### src/sv/ldh_pkg.sv
// ----------------------------------------------------------------------------
// ldh_pkg: shared types and constants of the Lanczos-3 half downscaler
// Fixed-point widths, kernel taps, cell control and state encoding.
// ----------------------------------------------------------------------------
`default_nettype none

package ldh_pkg;

  // Sizing
  localparam int MAX_SOURCE_WIDTH   = 512;
  localparam int COEF_FRACTION_BITS = 14;

  localparam int LIM_OW    = (MAX_SOURCE_WIDTH / 2 < 256) ? MAX_SOURCE_WIDTH / 2 : 256;
  localparam int SRC_W_MAX = 2 * LIM_OW;
  localparam int COL_W     = (SRC_W_MAX > 2) ? $clog2(SRC_W_MAX) : 1;

  localparam int OW_W   = 9;
  localparam int OH_W   = 12;
  localparam int ROW_W  = 12;
  localparam int OCOL_W = 8;
  localparam int OROW_W = 11;
  localparam int CFG_W  = 12;
  localparam int LINES  = 5;
  localparam int TAPS   = 6;
  localparam int PIX_W  = 24;
  localparam int CH_W   = 8;

  // Kernel values L(0.5), L(1.5), L(2.5) with 24 fraction bits, rounded half up
  localparam int KSH  = 24 - COEF_FRACTION_BITS;
  localparam int KRND = (KSH > 0) ? (1 << (KSH - 1)) : 0;
  localparam int K0   = (10199324 + KRND) >> KSH;
  localparam int K1   = (2266517 + KRND) >> KSH;
  localparam int K2   = (407973 + KRND) >> KSH;

  // Arithmetic widths
  localparam int W_W    = COEF_FRACTION_BITS + 1;
  localparam int SUM_W  = COEF_FRACTION_BITS + 4;
  localparam int V_W    = COEF_FRACTION_BITS + 11;
  localparam int PROD_W = V_W + W_W;
  localparam int NUM_W  = PROD_W + 3;
  localparam int DEN_W  = 2 * SUM_W;
  localparam int Q_W    = 11;
  localparam int DV_W   = (NUM_W > DEN_W + Q_W) ? NUM_W : DEN_W + Q_W;

  // Register indexes
  localparam logic CFG_OUT_WIDTH  = 1'b0;
  localparam logic CFG_OUT_HEIGHT = 1'b1;

  typedef logic [PIX_W-1:0]           pix_t;
  typedef pix_t [TAPS-1:0]            col_t;
  typedef logic signed [W_W-1:0]      wgt_t;
  typedef wgt_t [TAPS-1:0]            wvec_t;
  typedef logic signed [SUM_W-1:0]    sum_t;
  typedef logic signed [V_W-1:0]      vsum_t;
  typedef logic signed [PROD_W-1:0]   prod_t;
  typedef prod_t [2:0]                prod3_t;
  typedef logic signed [NUM_W-1:0]    num_t;
  typedef num_t [2:0]                 num3_t;
  typedef logic signed [DEN_W-1:0]    den_t;
  typedef logic [2:0][CH_W-1:0]       quot3_t;

  typedef struct packed {
    logic shift;
    logic vsum;
    logic hprod;
  } cell_ctrl_t;

  typedef enum logic [3:0] {
    ST_IDLE,
    ST_LOAD,
    ST_WGT,
    ST_VSUM,
    ST_HPROD,
    ST_HSUM,
    ST_DSTART,
    ST_DWAIT,
    ST_EMIT
  } ldh_state_e;

  // Kernel weight of tap t (0..5), taps 1 and 4 negative
  function automatic wgt_t tap_weight(input int t);
    wgt_t w;
    if (t inside {2, 3}) begin
      w = W_W'(K0);
    end else if (t inside {1, 4}) begin
      w = W_W'(-K1);
    end else begin
      w = W_W'(K2);
    end
    return w;
  endfunction

  // Weight of window slot j for output coordinate o; zero outside the frame
  function automatic wgt_t slot_weight(input int cur, input int o, input int size,
                                       input int j);
    int   s;
    int   t;
    wgt_t w;
    s = cur - 5 + j;
    t = s - 2 * o + 2;
    if (s < 0 || s >= size || t < 0 || t > 5) begin
      w = '0;
    end else begin
      w = tap_weight(t);
    end
    return w;
  endfunction

endpackage

`default_nettype wire

### src/sv/ldh_divider.sv
// ----------------------------------------------------------------------------
// ldh_divider: three-channel restoring divider with a shared divisor
// One quotient bit per cycle, floored, clamped to 0..255.
// ----------------------------------------------------------------------------
`default_nettype none

module ldh_divider (
  input  wire logic           clk_i,
  input  wire logic           rst_ni,
  input  wire logic           start_i,
  input  wire ldh_pkg::num3_t num_i,
  input  wire ldh_pkg::den_t  den_i,
  output logic                done_o,
  output ldh_pkg::quot3_t     quot_o
);

  localparam int CNT_W = $clog2(ldh_pkg::Q_W + 1);

  logic                          busy_q;
  logic                          done_q;
  logic [CNT_W-1:0]              cnt_q;
  logic [ldh_pkg::DV_W-1:0]      dsh_q;
  logic [ldh_pkg::DV_W-1:0]      rem_q  [3];
  logic [ldh_pkg::Q_W-1:0]       q_q    [3];
  logic [2:0]                    zero_q;
  logic [2:0]                    sat_q;
  logic [ldh_pkg::DV_W-1:0]      dext;
  logic                          den_pos;

  assign den_pos = !den_i[ldh_pkg::DEN_W-1] && (den_i != '0);
  assign dext    = ldh_pkg::DV_W'(den_i[ldh_pkg::DEN_W-2:0]);

  // Sequencer
  always_ff @(posedge clk_i or negedge rst_ni) begin
    if (!rst_ni) begin
      busy_q <= 1'b0;
      done_q <= 1'b0;
      cnt_q  <= '0;
    end else begin
      done_q <= 1'b0;
      if (start_i) begin
        busy_q <= 1'b1;
        cnt_q  <= CNT_W'(ldh_pkg::Q_W);
      end else if (busy_q) begin
        cnt_q <= cnt_q - 1'b1;
        if (cnt_q == CNT_W'(1)) begin
          busy_q <= 1'b0;
          done_q <= 1'b1;
        end
      end
    end
  end

  // Load operands, then subtract the shifted divisor one bit at a time
  always_ff @(posedge clk_i) begin
    if (start_i) begin
      dsh_q <= dext << (ldh_pkg::Q_W - 1);
      for (int ch = 0; ch < 3; ch++) begin
        rem_q[ch]  <= ldh_pkg::DV_W'(num_i[ch][ldh_pkg::NUM_W-2:0]);
        q_q[ch]    <= '0;
        zero_q[ch] <= num_i[ch][ldh_pkg::NUM_W-1] || !den_pos;
        sat_q[ch]  <= ldh_pkg::DV_W'(num_i[ch][ldh_pkg::NUM_W-2:0]) >=
                      (dext << ldh_pkg::Q_W);
      end
    end else if (busy_q) begin
      dsh_q <= dsh_q >> 1;
      for (int ch = 0; ch < 3; ch++) begin
        if (rem_q[ch] >= dsh_q) begin
          rem_q[ch] <= rem_q[ch] - dsh_q;
          q_q[ch]   <= {q_q[ch][ldh_pkg::Q_W-2:0], 1'b1};
        end else begin
          q_q[ch]   <= {q_q[ch][ldh_pkg::Q_W-2:0], 1'b0};
        end
      end
    end
  end

  // Clamp
  always_comb begin
    for (int ch = 0; ch < 3; ch++) begin
      if (zero_q[ch]) begin
        quot_o[ch] = '0;
      end else if (sat_q[ch] || (q_q[ch] > ldh_pkg::Q_W'(255))) begin
        quot_o[ch] = 8'hFF;
      end else begin
        quot_o[ch] = q_q[ch][ldh_pkg::CH_W-1:0];
      end
    end
  end

  assign done_o = done_q;

endmodule

`default_nettype wire

### config.mk
export PLATFORM = sky130hd
export DESIGN_NAME = ldh_divider
export DESIGN_NICKNAME = d
export VERILOG_FILES = /design/src/sv/ldh_pkg.sv /design/src/sv/ldh_divider.sv
export SDC_FILE = /design/constraint.sdc
export NUM_CORES = 1
export LEC_CHECK = 0
export ABC_CLOCK_PERIOD_IN_PS = 11400
export BUFFER_PORTS_ARGS = -buffer_cell sky130_fd_sc_hd__buf_2
export CORE_ASPECT_RATIO = 0.5
export CORE_MARGIN = 3
export CORE_UTILIZATION = 30
export DETAILED_ROUTE_END_ITERATION = 16
export PLACE_DENSITY = 0.53
export REMOVE_ABC_BUFFERS = 1
export SLEW_MARGIN = 20
export SYNTH_ARGS = -nofsm -noshare
export SYNTH_HDL_FRONTEND = slang
export SYNTH_SLANG_ARGS = --single-unit
### constraint.sdc
create_clock -name clk_i -period 11.4 [get_ports clk_i]
set_clock_uncertainty 0.1 [all_clocks]
set_input_delay 2.28 -clock clk_i [delete_from_list [all_inputs] [get_ports clk_i]]
set_output_delay 2.28 -clock clk_i [all_outputs]
set_load 0.01 [all_outputs]
==> impl_metrics.json <==
{
  "outcome": "completed",
  "cp-start-kind": "primary input",
  "drt.antenna.violating_nets": 0,
  "avgViaCountPerCell": 5.321,
  "first_pass_iters": 5,
  "worstSetupPathType": "primary input to register",
  "hold_depth": 2,
  "rows": 66,
  "grt_antenna_before_repair": 5,
  "synth_compound_area_share_pct": 22.80,
  "synth_area_leaders": "edfxtp_1 (32%), ha_1 (15%), a21oi_1 (6.4%)",
  "max_clock_freq_mhz": 169.8,
  "crit_path_end_kind": "register",
  "slew_headroom_pct": 27.51,
  "ctsHoldBuffers": 0,
  "timing.final.ws_setup_ns": 5.511,
  "syn_inst": 2337,
  "hp-class": "register to register",
  "routabilityCongestion": 0.9155,
  "cp.arrival_ns": 6.09,
  "num_vias": 17940,
  "p_comb_share_pct": 62.9,
  "tritoncts.num_buffers": 28,
  "area_growth_pct": 12.60,
  "synth-edff-count": 216,
  "die_y_um": 190.4,
  "synth-simple-area-share_pct": 17.13,
  "final_net_count": 2880,
  "drive_above_1_share_pct": 11.88,
  "yosysSeqAreaShare_pct": 33.61,
  "worstReg2RegEnd": "rem_q[0][60]$_DFFE_PP_",
  "p_clk_share_pct": 13.5,
  "cap_violations": 0,
  "maxSlewViolCount": 0,
  "hold-path-endpoint": "dsh_q[4]$_SDFFE_PP0P_",
  "setup_viol": 0,
  "period_needed_ns": 5.889,
  "top_layer_used": "met5",
  "synth_top_area_share_pct": 31.80,
  "route.detailed.drc": 0,
  "hold_viol": 0,
  "dp_hpwl_um": 56240,
  "synth-adder-area-share_pct": 15.51,
  "power_frac_seq_pct": 23.5,
  "fp.dieW_um": 374.8,
  "finalNonFillerCells": 3371,
  "hold_path_startpoint": "dsh_q[4]$_SDFFE_PP0P_",
  "tns_ns": 0,
  "synth_ff_type": "edfxtp_1",
  "swShare_pct": 46.45,
  "io_pins": 193,
  "grt_pass1_wl_um": 105600,
  "reg2reg_depth": 12,
  "yosys_warnings": 0,
  "synth-seq-cells": 233,
  "synth_mux_area_share_pct": 0.6870,
  "grt_pass1_vias": 17270,
  "nFillCells": 6882,
  "rsz0062_at_grt": "false",
  "internal_power_mw": 3.579,
  "worstMarginPinSlew_ns": 1.087,
  "core-area_um2": 66150,
  "portBuffers": 192,
  "avgSynthCellArea_um2": 8.728,
  "synth_cell_types": 91,
  "dpl.cell_count": 3315,
  "tritoncts": "yes",
  "synth_area_leader_cell": "edfxtp_1",
  "power_density_nw_per_um2": 290.9,
  "start_util_pct": 30.84,
  "die_area_um2": 71350,
  "clock-root-buffer": "clkbuf_16",
  "clock_sink_count": 233,
  "reg2reg_slack_ns": 5.90,
  "p_leak_nw": 9.963,
  "cts_setup_buffers": 0,
  "synth_top_family_by_area": "compound AO/OA/AOI/OAI gates",
  "synth_xor_area_share_pct": 5.367,
  "r2r_start": "dsh_q[1]$_SDFFE_PP0P_",
  "ys_async_sr_fraction_pct": 2.575,
  "drt_iter0_drc": 1561,
  "grt_overflow": 0,
  "grt.total_usage_pct": 19.22,
  "htreeDepth": 1,
  "wl_um": 70420,
  "ctsResizeCount": 0,
  "path_clk_slew_ns": 0.06,
  "ir_worst_vdd_mv": 0.1545,
  "routedWlPerCell_um": 20.89,
  "dr_wl_met2_um": 34090,
  "wl_met3_um": 3338,
  "clockBufferDepth": 3,
  "p_switching_mw": 3.104,
  "clk_latency_ns": 0.59,
  "wl_met1_um": 30690,
  "crit_path_max_fanout": 81,
  "finalCritPeriodShare_pct": 51.66,
  "place_ws_ns": 4.908,
  "grt_max_degree": 82,
  "critPathRequiredTime_ns": 11.60,
  "syn-cell-area_um2": 20400
}
[worst max-delay path, cell delays in order]
cell      delay (ns)
buf_2           0.07
buf_4           0.52
nand2b_1        0.19
buf_4           0.35
nor3_1          0.11
a21oi_1         0.48
nand3_4         0.90
buf_4           0.74
nor2_1          0.22
a21oi_1         0.05
[Yosys cell counts, types with 9 or more instances]
library cell    n
nand2b_1       31
nor3_1         28
and2_1         35
and4_1         13
buf_2          29
o21a_1         21
xnor2_1        68
o21ai_0       182
nor2_1        213
or2_2          10
edfxtp_1      216
nor4_1         20
xor2_1         57
nand4_1        55
o31ai_1         9
inv_1         135
mux2i_1        14
nand2_1       194
a31oi_1        21
a211oi_1       17
and3_1         19
o21bai_1       31
a21oi_1       259
dfxtp_1        11
nand3_1        48
a21o_1        106
ha_1          248
clkbuf_1       60
o21ai_1        11
nor2b_1        31
[flip-flops by register name (all words and copies together), names as in the netlist]
signal / count
rem_q: 141
dsh_q: 47
q_q: 33
cnt_q: 4
sat_q: 3
zero_q: 3
busy_q: 1
done_o: 1
[how the worst max path moves through the flow]
stage | to | cells past startpoint | startpoint | slack [ns]
after CTS | rem_q[0][31]$_DFFE_PP_ | 7 | start_i | 5.54
final | rem_q[0][57]$_DFFE_PP_ | 10 | start_i | 5.51
after detailed placement | rem_q[0][20]$_DFFE_PP_ | 7 | start_i | 4.91
after floorplan | rem_q[0][33]$_DFFE_PP_ | 5 | start_i | 5.52
after global placement | rem_q[0][1]$_DFFE_PP_ | 7 | start_i | 5.09
after global routing | rem_q[0][83]$_DFFE_PP_ | 10 | start_i | 5.19
[logic make-up after synthesis]
kind of cell | count (synthesis)
and+or+nand+nor | 724
AOI/OAI and AO/OA | 749
DFF | 233
muxes | 14
adders and majority gates | 251
xor gates and xnor gates | 125
buffers and inverters | 241
[per-layer routing]
metal,vias up,global-route usage [%]
li1,8844,-
met5,-,0
met3,114,2.270
met2,461,34.09
met1,8515,24.59
met4,4,5.720
[power groups by stage]
stage          registers [mW]  logic [mW]  clock network, mW
2_1_floorplan            1.55        3.16                  0
3_3_place_gp             1.58        4.10                  0
3_5_place_dp             1.59        4.13                  0
4_1_cts                  1.57        4.16              0.930
5_1_grt                  1.60        4.69              0.964
6_report                 1.57        4.20              0.905
[layout by cell type (no fill, tap or decap), drive strengths merged, types with 5 or more instances in the layout]
master,synthesis,layout
nand2,194,194
nand2b,31,31
a31oi,22,22
and4,13,13
a221oi,8,8
inv,135,137
a221o,5,5
a211oi,19,19
mux2i,14,14
nor2,213,213
o21bai,31,31
dfrtp,6,6
xor2,57,57
o21ai,194,194
nor4,20,20
and3,21,21
o2111ai,5,5
a21o,108,108
xnor2,68,68
nand3,50,50
or3,5,5
or2,10,10
buf,40,200
and2,36,36
edfxtp,216,216
o211ai,9,9
clkbuf,65,32
dfxtp,11,11
nand4,55,55
o31ai,12,12
o21a,21,21
a41oi,6,6
o31a,7,7
clkinv,0,12
ha,248,248
a21oi,266,266
nor2b,31,31
nor3,28,28
or4,6,6
[stage by stage]
step	hold slack [ns]	total power, mW	area, um^2	utilization, %
after floorplan	0.3662	4.704	19910	-
after global placement	0.3969	5.681	22060	33.35
after detailed placement	0.4097	5.722	22060	33.35
after CTS	0.4267	6.667	22950	34.70
after global routing	0.4601	7.250	22960	34.72
final	0.4262	6.683	22970	34.73
[final cells by class]
cell class | count | area, um^2 | share of cell area, %
multi-input cells | 1863 | 12570 | 54.74
clock inverters | 20 | 180.2 | 0.7844
flip-flops and latches | 233 | 6857 | 29.85
diodes | 4 | 10.01 | 0.04358
well taps | 884 | 1106 | 4.815
clock buffers | 32 | 715.7 | 3.116
inverters | 135 | 506.7 | 2.206
repair buffers | 200 | 1021 | 4.445
Note: power is estimated with default switching activity, not from simulation.
